<file path="src/hw/rtl/assert_macros.svh">
// ----------------------------------------------------------------------------
// assert_macros.svh
// Concurrent assertion shorthands used across the RTL.
// ----------------------------------------------------------------------------
`ifndef ASSERT_MACROS_SVH
`define ASSERT_MACROS_SVH

// Same-cycle implication, held off during reset.
`define ASSERT_IMPLIES(lbl, clk, rst, ante, cons, msg) \
   lbl: assert property (@(posedge clk) disable iff (rst) (ante) |-> (cons)) \
      else $error(msg);

// Next-cycle implication, held off during reset.
`define ASSERT_NEXT(lbl, clk, rst, ante, cons, msg) \
   lbl: assert property (@(posedge clk) disable iff (rst) (ante) |=> (cons)) \
      else $error(msg);

`endif

</file>
<file path="src/hw/rtl/dra_pkg.sv">
// ----------------------------------------------------------------------------
// dra_pkg
// Shared widths, codes and types of the dirty rectangle accumulator.
// ----------------------------------------------------------------------------
package dra_pkg;

   localparam int DRA_RECT_SLOTS = 32;

   localparam int COORD_W = 16;
   localparam int DIM_W   = 15;
   localparam int COUNT_W = 6;
   localparam int SEQ_W   = 32;
   localparam int ROOM_W  = 8;
   localparam int KIND_W  = 2;
   localparam int CSR_IDX_W = 1;

   // request kinds
   localparam logic KIND_ADD   = 1'b0;
   localparam logic KIND_FETCH = 1'b1;

   // register indexes
   localparam logic [CSR_IDX_W-1:0] REG_SCREEN_WIDTH  = 1'd0;
   localparam logic [CSR_IDX_W-1:0] REG_SCREEN_HEIGHT = 1'd1;

   typedef enum logic [KIND_W-1:0] {
      ITEM_HEADER = 2'd0,
      ITEM_RECT   = 2'd1,
      ITEM_REJECT = 2'd2
   } item_kind_type;

   typedef enum logic [1:0] {
      S_IDLE,
      S_CLIP,
      S_COMMIT,
      S_DRAIN
   } state_type;

   typedef struct packed {
      logic [DIM_W-1:0] x;
      logic [DIM_W-1:0] y;
      logic [DIM_W-1:0] w;
      logic [DIM_W-1:0] h;
   } rect_type;

   localparam int RECT_W = $bits(rect_type);

   typedef struct packed {
      logic     valid;
      logic     nonempty;
      rect_type rect;
   } clip_type;

endpackage

</file>
<file path="src/hw/rtl/dra_ram.sv">
// ----------------------------------------------------------------------------
// dra_ram
// Generic single-write, single-read RAM with registered read data.
// ----------------------------------------------------------------------------
module dra_ram #(
   parameter int WIDTH = 8,
   parameter int DEPTH = 32,
   localparam int ADDR_W = (DEPTH > 1) ? $clog2(DEPTH) : 1
) (
   input  logic              clock,
   input  logic              wr_en,
   input  logic [ADDR_W-1:0] wr_addr,
   input  logic [WIDTH-1:0]  wr_data,
   input  logic              rd_en,
   input  logic [ADDR_W-1:0] rd_addr,
   output logic [WIDTH-1:0]  rd_data
);

   logic [WIDTH-1:0] mem [DEPTH];
   logic [WIDTH-1:0] rd_data_ff;

   always_ff @(posedge clock) begin
      if (wr_en) begin
         mem[wr_addr] <= wr_data;
      end
      if (rd_en) begin
         rd_data_ff <= mem[rd_addr];
      end
   end

   assign rd_data = rd_data_ff;

endmodule

</file>
<file path="src/hw/rtl/dra_clip.sv">
// ----------------------------------------------------------------------------
// dra_clip
// Two-stage rectangle normalizer: order and clamp corners, then size and
// emptiness check.
// ----------------------------------------------------------------------------
module dra_clip import dra_pkg::*; (
   input  logic                      clock,
   input  logic                      reset,
   input  logic                      launch,
   input  logic signed [COORD_W-1:0] left,
   input  logic signed [COORD_W-1:0] top,
   input  logic signed [COORD_W-1:0] right,
   input  logic signed [COORD_W-1:0] bottom,
   input  logic        [DIM_W-1:0]   screen_w,
   input  logic        [DIM_W-1:0]   screen_h,
   output clip_type                  result
);

   logic signed [COORD_W-1:0] lo_x, hi_x, lo_y, hi_y;
   logic signed [COORD_W-1:0] cl_l, cl_r, cl_t, cl_b;
   logic signed [COORD_W:0]   lim_w, lim_h;

   logic                      a_valid_ff;
   logic signed [COORD_W-1:0] a_l_ff, a_r_ff, a_t_ff, a_b_ff;

   logic signed [COORD_W:0]   dx, dy;
   logic                      b_nonempty;

   clip_type                  b_ff, b_in;

   // stage A: order corners, clamp to the screen
   always_comb begin
      lim_w = $signed({2'b00, screen_w});
      lim_h = $signed({2'b00, screen_h});
      lo_x  = (left > right) ? right : left;
      hi_x  = (left > right) ? left : right;
      lo_y  = (top > bottom) ? bottom : top;
      hi_y  = (top > bottom) ? top : bottom;
      cl_l  = lo_x[COORD_W-1] ? '0 : lo_x;
      cl_t  = lo_y[COORD_W-1] ? '0 : lo_y;
      cl_r  = ($signed({hi_x[COORD_W-1], hi_x}) > lim_w) ? $signed({1'b0, screen_w}) : hi_x;
      cl_b  = ($signed({hi_y[COORD_W-1], hi_y}) > lim_h) ? $signed({1'b0, screen_h}) : hi_y;
   end

   always_ff @(posedge clock) begin
      if (reset) begin
         a_valid_ff <= 1'b0;
      end else begin
         a_valid_ff <= launch;
      end
      a_l_ff <= cl_l;
      a_r_ff <= cl_r;
      a_t_ff <= cl_t;
      a_b_ff <= cl_b;
   end

   // stage B: size and flag empty or screenless rectangles
   always_comb begin
      dx = $signed({a_r_ff[COORD_W-1], a_r_ff}) - $signed({a_l_ff[COORD_W-1], a_l_ff});
      dy = $signed({a_b_ff[COORD_W-1], a_b_ff}) - $signed({a_t_ff[COORD_W-1], a_t_ff});
      b_nonempty = !dx[COORD_W] && (dx != '0) && !dy[COORD_W] && (dy != '0)
                   && (screen_w != '0) && (screen_h != '0);
      b_in.valid    = a_valid_ff;
      b_in.nonempty = b_nonempty;
      b_in.rect.x   = a_l_ff[DIM_W-1:0];
      b_in.rect.y   = a_t_ff[DIM_W-1:0];
      b_in.rect.w   = dx[DIM_W-1:0];
      b_in.rect.h   = dy[DIM_W-1:0];
   end

   always_ff @(posedge clock) begin
      if (reset) begin
         b_ff.valid <= 1'b0;
      end else begin
         b_ff.valid <= b_in.valid;
      end
      b_ff.nonempty <= b_in.nonempty;
      b_ff.rect     <= b_in.rect;
   end

   assign result = b_ff;

endmodule

</file>
<file path="src/hw/rtl/dirty_rect_accumulator.sv">
// ----------------------------------------------------------------------------
// dirty_rect_accumulator
// Collects screen update rectangles in a RAM and drains them on request.
// ----------------------------------------------------------------------------
// An add item keeps busy high after start while the rectangle goes through
// the two clip stages and is written to the rectangle RAM. A fetch of n
// stored rectangles gives the header in the cycle after start, then one
// rectangle per cycle as the RAM read port walks the list; busy stays high
// until the last read is issued, so the next item may start in the cycle that
// shows the last rectangle. A rejected fetch or a fetch of an empty list gives
// its single result in the cycle after start and does not raise busy. Results
// appear on rsp_* for one cycle each, marked by rsp_strobe, and must be taken
// as they come.
`include "assert_macros.svh"

module dirty_rect_accumulator import dra_pkg::*; #(
   parameter int RECT_SLOTS = DRA_RECT_SLOTS
) (
   input  logic                      clock,
   input  logic                      reset,
   // request channel
   input  logic                      start,
   output logic                      busy,
   input  logic                      req_kind,
   input  logic signed [COORD_W-1:0] req_left,
   input  logic signed [COORD_W-1:0] req_top,
   input  logic signed [COORD_W-1:0] req_right,
   input  logic signed [COORD_W-1:0] req_bottom,
   input  logic signed [ROOM_W-1:0]  req_room,
   // result channel
   output logic                      rsp_strobe,
   output logic [KIND_W-1:0]         rsp_item_kind,
   output logic [SEQ_W-1:0]          rsp_sequence_res,
   output logic [COUNT_W-1:0]        rsp_rect_count,
   output logic [COUNT_W-1:0]        rsp_capacity,
   output logic [DIM_W-1:0]          rsp_pos_x,
   output logic [DIM_W-1:0]          rsp_pos_y,
   output logic [DIM_W-1:0]          rsp_size_w,
   output logic [DIM_W-1:0]          rsp_size_h,
   output logic                      rsp_last,
   // configuration
   input  logic                      csr_we,
   input  logic [CSR_IDX_W-1:0]      csr_index,
   input  logic [DIM_W-1:0]          csr_wdata
);

   localparam int ADDR_W = (RECT_SLOTS > 1) ? $clog2(RECT_SLOTS) : 1;
   localparam logic [COUNT_W-1:0] SLOTS = COUNT_W'(RECT_SLOTS);

   state_type            state_ff, state_in;
   logic [COUNT_W-1:0]   count_ff, count_in;
   logic                 ovf_ff, ovf_in;
   logic [SEQ_W-1:0]     seq_ff, seq_in;
   logic [DIM_W-1:0]     scr_w_ff, scr_w_in;
   logic [DIM_W-1:0]     scr_h_ff, scr_h_in;

   logic [COUNT_W-1:0]   drain_n_ff, drain_n_in;
   logic [COUNT_W-1:0]   drain_idx_ff, drain_idx_in;

   logic                 hdr_valid_ff, hdr_valid_in;
   item_kind_type        hdr_kind_ff, hdr_kind_in;
   logic [SEQ_W-1:0]     hdr_seq_ff, hdr_seq_in;
   logic [COUNT_W-1:0]   hdr_count_ff, hdr_count_in;
   logic [COUNT_W-1:0]   hdr_cap_ff, hdr_cap_in;
   logic                 hdr_last_ff, hdr_last_in;
   logic                 rect_pend_ff, rect_pend_in;
   logic                 rect_last_ff, rect_last_in;

   logic                 accept;
   logic                 reject;
   logic [COUNT_W-1:0]   idx_next;

   clip_type             clip_out;

   logic                 wr_en;
   logic [ADDR_W-1:0]    wr_addr;
   rect_type             wr_rect;
   logic                 rd_en;
   rect_type             rd_rect;
   logic [RECT_W-1:0]    rd_data;

   assign busy   = (state_ff != S_IDLE);
   assign accept = start && !busy;
   assign reject = req_room[ROOM_W-1] || ({1'b0, req_room[ROOM_W-2:0]} < {1'b0, count_ff});
   assign idx_next = drain_idx_ff + COUNT_W'(1);

   dra_clip u_clip (
      .clock    (clock),
      .reset    (reset),
      .launch   (accept && (req_kind == KIND_ADD)),
      .left     (req_left),
      .top      (req_top),
      .right    (req_right),
      .bottom   (req_bottom),
      .screen_w (scr_w_ff),
      .screen_h (scr_h_ff),
      .result   (clip_out)
   );

   dra_ram #(
      .WIDTH (RECT_W),
      .DEPTH (RECT_SLOTS)
   ) u_store (
      .clock   (clock),
      .wr_en   (wr_en),
      .wr_addr (wr_addr),
      .wr_data (wr_rect),
      .rd_en   (rd_en),
      .rd_addr (drain_idx_ff[ADDR_W-1:0]),
      .rd_data (rd_data)
   );

   assign rd_rect = rd_data;

   always_ff @(posedge clock) begin
      if (reset) begin
         state_ff     <= S_IDLE;
         count_ff     <= '0;
         ovf_ff       <= 1'b0;
         seq_ff       <= '0;
         scr_w_ff     <= '0;
         scr_h_ff     <= '0;
         hdr_valid_ff <= 1'b0;
         rect_pend_ff <= 1'b0;
      end else begin
         state_ff     <= state_in;
         count_ff     <= count_in;
         ovf_ff       <= ovf_in;
         seq_ff       <= seq_in;
         scr_w_ff     <= scr_w_in;
         scr_h_ff     <= scr_h_in;
         hdr_valid_ff <= hdr_valid_in;
         rect_pend_ff <= rect_pend_in;
      end
      drain_n_ff   <= drain_n_in;
      drain_idx_ff <= drain_idx_in;
      hdr_kind_ff  <= hdr_kind_in;
      hdr_seq_ff   <= hdr_seq_in;
      hdr_count_ff <= hdr_count_in;
      hdr_cap_ff   <= hdr_cap_in;
      hdr_last_ff  <= hdr_last_in;
      rect_last_ff <= rect_last_in;
   end

   always_comb begin
      state_in     = state_ff;
      count_in     = count_ff;
      ovf_in       = ovf_ff;
      seq_in       = seq_ff;
      scr_w_in     = scr_w_ff;
      scr_h_in     = scr_h_ff;
      drain_n_in   = drain_n_ff;
      drain_idx_in = drain_idx_ff;
      hdr_valid_in = 1'b0;
      hdr_kind_in  = hdr_kind_ff;
      hdr_seq_in   = hdr_seq_ff;
      hdr_count_in = hdr_count_ff;
      hdr_cap_in   = hdr_cap_ff;
      hdr_last_in  = hdr_last_ff;
      rect_pend_in = 1'b0;
      rect_last_in = rect_last_ff;
      wr_en        = 1'b0;
      wr_addr      = count_ff[ADDR_W-1:0];
      wr_rect      = clip_out.rect;
      rd_en        = 1'b0;

      case (state_ff)
         S_IDLE: begin
            if (accept) begin
               if (req_kind == KIND_ADD) begin
                  state_in = S_CLIP;
               end else if (reject) begin
                  hdr_valid_in = 1'b1;
                  hdr_kind_in  = ITEM_REJECT;
                  hdr_seq_in   = '0;
                  hdr_count_in = '0;
                  hdr_cap_in   = '0;
                  hdr_last_in  = 1'b1;
               end else begin
                  hdr_valid_in = 1'b1;
                  hdr_kind_in  = ITEM_HEADER;
                  hdr_seq_in   = seq_ff;
                  hdr_count_in = count_ff;
                  hdr_cap_in   = SLOTS;
                  hdr_last_in  = (count_ff == '0);
                  drain_n_in   = count_ff;
                  drain_idx_in = '0;
                  // the list is handed over; drop it now
                  count_in     = '0;
                  ovf_in       = 1'b0;
                  if (count_ff != '0) begin
                     state_in = S_DRAIN;
                  end
               end
            end
         end
         S_CLIP: begin
            state_in = S_COMMIT;
         end
         S_COMMIT: begin
            state_in = S_IDLE;
            if (clip_out.valid && clip_out.nonempty) begin
               seq_in = seq_ff + SEQ_W'(1);
               if (!ovf_ff) begin
                  if (count_ff >= SLOTS) begin
                     // collapse to one full-screen rectangle
                     ovf_in    = 1'b1;
                     count_in  = COUNT_W'(1);
                     wr_en     = 1'b1;
                     wr_addr   = '0;
                     wr_rect.x = '0;
                     wr_rect.y = '0;
                     wr_rect.w = scr_w_ff;
                     wr_rect.h = scr_h_ff;
                  end else begin
                     wr_en    = 1'b1;
                     count_in = count_ff + COUNT_W'(1);
                  end
               end
            end
         end
         S_DRAIN: begin
            rd_en        = 1'b1;
            rect_pend_in = 1'b1;
            rect_last_in = (idx_next == drain_n_ff);
            drain_idx_in = idx_next;
            if (idx_next == drain_n_ff) begin
               state_in = S_IDLE;
            end
         end
         default: begin
            state_in = S_IDLE;
         end
      endcase

      if (csr_we) begin
         case (csr_index)
            REG_SCREEN_WIDTH: begin
               scr_w_in = csr_wdata;
               count_in = '0;
               ovf_in   = 1'b0;
            end
            REG_SCREEN_HEIGHT: begin
               scr_h_in = csr_wdata;
               count_in = '0;
               ovf_in   = 1'b0;
            end
            default: begin
            end
         endcase
      end
   end

   // rectangles come straight off the RAM read register
   always_comb begin
      rsp_strobe = hdr_valid_ff || rect_pend_ff;
      if (rect_pend_ff) begin
         rsp_item_kind    = ITEM_RECT;
         rsp_sequence_res = '0;
         rsp_rect_count   = '0;
         rsp_capacity     = '0;
         rsp_pos_x        = rd_rect.x;
         rsp_pos_y        = rd_rect.y;
         rsp_size_w       = rd_rect.w;
         rsp_size_h       = rd_rect.h;
         rsp_last         = rect_last_ff;
      end else begin
         rsp_item_kind    = hdr_kind_ff;
         rsp_sequence_res = hdr_seq_ff;
         rsp_rect_count   = hdr_count_ff;
         rsp_capacity     = hdr_cap_ff;
         rsp_pos_x        = '0;
         rsp_pos_y        = '0;
         rsp_size_w       = '0;
         rsp_size_h       = '0;
         rsp_last         = hdr_last_ff;
      end
   end

   `ASSERT_NEXT(a_add_holds_busy, clock, reset, accept && (req_kind == KIND_ADD), busy, "add item did not hold busy")
   `ASSERT_IMPLIES(a_count_bound, clock, reset, 1'b1, count_ff <= SLOTS, "stored count exceeds capacity")
   `ASSERT_IMPLIES(a_rect_follows, clock, reset, rect_pend_ff, $past(rsp_strobe), "rectangle without preceding result")
   `ASSERT_IMPLIES(a_clip_in_commit, clock, reset, clip_out.valid, state_ff == S_COMMIT, "clip result outside commit")

endmodule
</file>
<file path="config.mk">
export PLATFORM = sky130hd
export DESIGN_NAME = dirty_rect_accumulator
export DESIGN_NICKNAME = d
export VERILOG_FILES = /design/src/hw/rtl/dra_pkg.sv /design/src/hw/rtl/dra_ram.sv /design/src/hw/rtl/dra_clip.sv /design/src/hw/rtl/dirty_rect_accumulator.sv
export VERILOG_INCLUDE_DIRS = /design/src /design/src/hw/rtl
export SDC_FILE = /design/constraint.sdc
export NUM_CORES = 2
export LEC_CHECK = 0
export BUFFER_PORTS_ARGS = -buffer_cell sky130_fd_sc_hd__buf_2
export CORE_MARGIN = 2
export CORE_UTILIZATION = 40
export DETAILED_ROUTE_END_ITERATION = 16
export MAX_ROUTING_LAYER = met4
export PLACE_DENSITY = 0.65
export SYNTH_ARGS = -nofsm -noshare
export SYNTH_HDL_FRONTEND = slang
export SYNTH_SLANG_ARGS = --single-unit
</file>
<file path="constraint.sdc">
create_clock -name clock -period 5.8 [get_ports clock]
set_input_delay 0 -clock clock [delete_from_list [all_inputs] [get_ports clock]]
set_output_delay 0 -clock clock [all_outputs]
set_load 0.01 [all_outputs]
</file>
Yosys cells after proc, flatten, opt, wreduce, memory -nomap -nowiden
Memories as Yosys holds them, arrays and structs flattened. A register that Yosys moved wholly into a read port is not among the register bits.
Cells that the tools add are included.
- bits in registers: 258
- output and inout bits: 109
- memories kept: 1
- RAM bits: 1920
- logic and storage cells: 145
- bits in read-only memories: 0
- input port bits: 93
- latch bits: 0
- memory list (memory ; words ; bits a word ; read ports ; clocked after memory_dff ; write ports ; RTL line ; RTL):
    u_store.mem ; 32 ; 60 ; 1 ; 1 ; 1 ; dra_ram.sv:19 ; logic [WIDTH-1:0] mem [DEPTH];
- $add $sub $neg: 5
- div/mod/pow operators: 0
- $mul: 0
- $lt $le $gt $ge: 6
- eq/ne operators: 12
- bitwise logic cells: 5
- muxes and demuxes: 53
- reduce and logical (&&, ||, !) cells: 34
- shifts and indexed selects: 0
- operators with widths (operator ; count):
    60-bit 2-to-1 mux ; 4
    15-bit 2-to-1 mux ; 6
    16-bit > comparator ; 4
    16-bit 2-to-1 mux ; 4
    6-bit 2-to-1 mux ; 9
    17-bit nonzero test ; 2
    16-bit by 16-bit subtractor with 17-bit output ; 2
    32-bit by 1-bit adder with 32-bit output (second input constant) ; 1
    32-bit 2-to-1 mux ; 1
    15-bit nonzero test ; 2
    6-bit one-hot mux with 2 select lines ; 2
    5-bit 2-to-1 mux ; 4
    1-bit 2-to-1 mux ; 14
    2-bit 2-to-1 mux ; 7
    6-bit by 1-bit adder with 6-bit output (second input constant) ; 2
    2-bit != test (second input constant) ; 6
    4-bit AND reduction ; 3
    1-bit logical AND ; 8
    2-bit one-hot mux with 4 select lines ; 1
    7-bit by 6-bit < comparator with 1-bit output ; 1
    6-bit == test ; 1
    6-bit greater-or-equal comparator (second input constant) ; 1
    6-bit zero test ; 1
    3-bit != test (second input constant) ; 2
    other kinds (15) ; 27

Logic depth before layout (Yosys ltp)
- word-level depth: 7
- depth in mapped cells: 23
- gate-level depth less buffers: 20

Hierarchy
From an unflattened synthesis, not the netlist that was laid out.
- cells, all modules: 5721
- area, all modules: 90209.0 µm²
- modules (own cells, without submodules) (module ; cells an instance ; times used ; area an instance (µm²) ; sequential area each (µm²)):
    dra_ram ; 4195 ; 1 ; 76473.3 ; 59457.0
    dra_clip ; 806 ; 1 ; 7101.8 ; 2502.4
    dirty_rect_accumulator ; 720 ; 1 ; 6633.9 ; 3083.0

Least setup slack after synthesis
Ideal clock, no wire load.
- kind: register to register
- start point: register state_ff[1]
- end point: memory u_store.mem[1][0] (netlist name) (enable)
- path slack: 1.064 ns
- buffers on the path: 1
- period minus slack after synthesis: 4.736 ns
- library setup time: 0.498 ns
- data required time: 5.302 ns
- cell stages (with the launch flop): 7
- arrival time: 4.238 ns
- path through: dfxtp_1 -> and4b_1 -> buf_2 -> nand2b_1 -> nor2_1 -> nand3_1 -> a21oi_1
- longest elaborated chain between the ends: 4
- elaborated cells between the ends (all ways): 5
- classes of those cells: eq/ne: 1; mux: 4
- RTL lines (element ; RTL line ; RTL):
    start: declaration ; dirty_rect_accumulator.sv:50 ; state_type state_ff, state_in;
    start signal: assignment ; dirty_rect_accumulator.sv:126 ; state_ff <= state_in;
    2-bit == test * ; dirty_rect_accumulator.sv:167 ; case (state_ff)
    1-bit 2-to-1 mux ; dirty_rect_accumulator.sv:167 ;
    1-bit 2-to-1 mux ; dra_ram.sv:23 ; if (wr_en) begin
    1-bit 2-to-1 mux (not written as such) ; dra_ram.sv:24 ; mem[wr_addr] <= wr_data;
    end: declaration ; dra_ram.sv:19 ;
Mark *: on every way between the ends. The rest lies on a longest branch, timed or not.

Final worst setup path
- start point: input req_left[1]
- end point: register u_clip.a_r_ff[4]
- longest elaborated chain between the ends: 4
- RTL lines (element ; RTL line ; RTL):
    start: declaration ; dirty_rect_accumulator.sv:25 ; input logic signed [COORD_W-1:0] req_left,
    16-bit > comparator ; dra_clip.sv:36 ; hi_x = (left > right) ? left : right;
    16-bit 2-to-1 mux * ; dra_clip.sv:36 ;
    16-bit > comparator ; dra_clip.sv:41 ; cl_r = ($signed({hi_x[COORD_W-1], hi_x}) > lim_w) ? $signed({1'b0, screen_w}) : hi_x;
    15-bit 2-to-1 mux * ; dra_clip.sv:41 ;
    net u_clip.cl_r[4] ; dra_clip.sv:20 ; logic signed [COORD_W-1:0] cl_l, cl_r, cl_t, cl_b;
    end signal: assignment ; dra_clip.sv:52 ; a_r_ff <= cl_r;
    end: declaration ; dra_clip.sv:24 ; logic signed [COORD_W-1:0] a_l_ff, a_r_ff, a_t_ff, a_b_ff;
Mark *: on every way through the listed nets, which the timed path passes. The rest lies on a longest branch.
A chain may end at the register's enable or synchronous reset.

==> flow_summary.yaml <==
critical_path:
  worstPathArrival_ps: 5330
  path_delay_family: "compound AO/OA/AOI/OAI gates"
  cp-start-kind: "primary input"
  endpoint_kind: "flip-flop"
  crit_buf_inv: 3
  critPathMaxFanout: 18
  crit_type: "in2reg"
  cpPeakStageDelay_ps: 870
  cp_cell_sequence: "dlygate4sd3_1, buf_2, ha_1, nor2b_1, o21a_1, o21ai_2, a21oi_2, o31ai_4, a31o_2, or2_1, buf_4, mux2_2, ha_1, nand4_1, nor2_1, o221a_2, o21ai_0, a211oi_4, mux2_2"
  crit_required_ps: 6550
  critPathSlowestCell: "a211oi_4"
final_layout:
  drive_gt1_share_pct: 19.2
  area_delta_synth_final_pct: 16.5
  nNetsFinal: 5951
detailed_routing:
  drt.antenna.violating_nets: 0
  drt-initial-drc-count: 5430
  first_pass_iters: 5
  routed_wl_um: 231000
  vias_per_cell: 5.55
  dr_total_vias: 49522
  avgRoutedWirePerCell_um: 25.8
  drc_errors: 0
run_status:
  outcome: "finished, final reports clean"
synth:
  synth_compound_area_share_pct: 5.83
  synth_warnings: 0
  synth.area.top_cells: "edfxtp_1, mux4_2, dfxtp_1"
  synth_cell_types: 77
  async_reset_ff_share_pct: 0
  synth.avg_cell_area_um2: 16.9
  synth.yosys.seq_area_share_pct: 73.1
  synth_top_area_cell: "edfxtp_1"
  syn_area_um2: 89000
  ys.flop_type: "edfxtp_1"
  yosys.area.top_type_share_pct: 68.6
  synth_top_family_by_area: "multiplexers"
  syn_inst: 5263
  synth-edff-count: 2034
  synth_simple_gate_area_share_pct: 4.41
  synthMuxAreaShare_pct: 12.9
  ys_top_cells_by_count: "edfxtp_1, mux2i_1, nand2_1"
  yosysMostFrequentCell: "edfxtp_1"
  synth-seq-cells: 2232
  synth-xor-area-share_pct: 0.541
  synth_fa_ha_area_share_pct: 1.46
clocking:
  clock_sink_count: 2232
  insertion_delay_ps: 870
  cts.path.max_buffers: 3
  cts_buffers: 213
  cts-root-buf: "clkbuf_16"
  cts.reportedPaths.clkPinSlew_ps: 60
  postCtsSetupRepairBufs: 0
  cts_max_level: 4
  cts_hold_buf: 218
  tritoncts: "done"
  post_cts_resized: 0
grt:
  grt_max_degree: 134
  grt_pass1_vias: 49814
  antenna_found_initial: 14
  grt_pass1_wl_um: 336000
  grt.total_usage_pct: 20.7
  overflow: 0
floorplan:
  die_w_um: 476
  die_area_um2: 226000
  die_h_um: 476
  ios: 202
  start_util_pct: 40.2
  row_count: 173
  core_um2: 222000
timing:
  rsz0062_at_grt: "false"
  setup_viol: 0
  setup_tns_ps: 0
  fin_crit_ps: 4580
  worst_pin_slew_ps: 1440
  maxSlewViolCount: 0
  skew_ps: 45.8
  fin_crit_sh_pct: 78.9
  hold_viol_final: 0
  fmax_mhz: 218
  maxSlewHeadroom_pct: 3.70
hold_path:
  hp-class: "in2reg"
power_and_ir_drop:
  total_power_w: 0.0363
  peakVddDrop_uv: 356
  power_density_nw_per_um2: 350
  p_leak_nw: 35.3
run:
  cap_violations: 0
placement:
  hpwl_um: 128000
  routabilityCongestion: 0.824
  placement.io_buffers: 196
## routing by layer
metal  up-vias  routed length [um]  GRT usage [%]
met1     25657               99100           28.4
met2      1876              110000           32.4
met3       334               16300           3.07
li1      21655                   -              -
met5         -                   0              -
met4         0                5330           5.65
## where the power goes
part / internal (W) / switching, W
logic: 0.000994 / 0.00230
registers: 0.0190 / 0.000174
clock network: 0.00769 / 0.00613
## tightest hold or removal path: stages
cell and delay, ps:
buf_2 120, and4b_1 290, o21ai_2 260, mux2i_1 200
## cell type report
class / count / area (um2)
antenna: 7 / 17.5
timing repair buffer: 551 / 4720
inverter: 124 / 468
sequential: 2232 / 65000
fill: 18691 / 118000
multi-input combinational: 2633 / 22800
tap: 2975 / 3720
clock buffer: 263 / 5610
clock inverter: 139 / 1360
## worst paths after layout
| check | from | cells after the start | end | slack [ps] |
|---|---|---|---|---|
| setup / recovery | req_left[1] | 19 | u_clip.a_r_ff[4] | 1220 |
| hold / removal | req_top[15] | 4 | u_clip.a_b_ff[0] | 80 |
| setup reg to reg | state_ff[1] | 6 | u_store.mem[15][36] | 1810 |
| hold reg to reg | u_clip.a_l_ff[0] | 0 | u_clip.result[45] | 350 |
## per-stage QoR
stage | std cells | hold WS, ps | setup WS (ps) | cell area, um2 | util, %
after CTS | 8916 | 5.47 | 1340 | 104000 | 46.8
after floorplan | 5267 | 78.2 | 1060 | 89100 | -
after global routing | 8922 | 92.3 | 982 | 104000 | 46.8
after detailed placement | 8296 | 218 | 973 | 94500 | 42.6
final | 8924 | 83.3 | 1220 | 104000 | 46.8
after global placement | 8296 | 209 | 1010 | 94500 | 42.6
## registers in the layout, summed over array words and instances (netlist names), 2 cells and up
name             cells
count_ff             6
u_store.rd_data     60
u_clip.a_b_ff       16
u_clip.a_t_ff       15
hdr_count_ff         6
drain_idx_ff         6
state_ff             2
seq_ff              32
drain_n_ff           6
u_clip.a_r_ff       16
u_clip.result       62
scr_w_ff            15
u_clip.a_l_ff       15
u_store.mem       1920
hdr_seq_ff          32
scr_h_ff            15
## cell families after synthesis
family,count (synthesis)
AO/OA/AOI/OAI,824
XOR/XNOR,55
adder cells (fa/ha/maj),103
buffers and inverters,402
flip-flops,2232
multiplexers,814
other,1
AND/OR/NAND/NOR,832
## cell usage in the layout, fill, tap and decap left out, types with 27 or more instances in the layout
| cell | netlist | layout |
|---|---|---|
| a21oi_1 | 254 | 251 |
| and2_1 | 131 | 130 |
| buf_12 | 0 | 41 |
| buf_2 | 31 | 196 |
| buf_4 | 10 | 95 |
| clkbuf_1 | 196 | 45 |
| clkbuf_16 | 0 | 217 |
| clkinv_1 | 0 | 51 |
| clkinv_2 | 0 | 39 |
| dfxtp_1 | 198 | 197 |
| dlygate4sd3_1 | 0 | 218 |
| edfxtp_1 | 2034 | 2034 |
| ha_1 | 101 | 101 |
| inv_1 | 124 | 123 |
| mux2_2 | 155 | 155 |
| mux2i_1 | 395 | 395 |
| mux4_2 | 240 | 240 |
| nand2_1 | 382 | 380 |
| nand3_1 | 27 | 27 |
| nor2_1 | 132 | 103 |
| nor2_4 | 0 | 29 |
| nor2b_1 | 56 | 56 |
| o21ai_0 | 235 | 204 |
| o21ai_2 | 2 | 29 |
| o221ai_1 | 181 | 181 |
| o22ai_1 | 60 | 60 |
| xor2_1 | 32 | 32 |
Note: power is estimated with default switching activity, not from simulation.
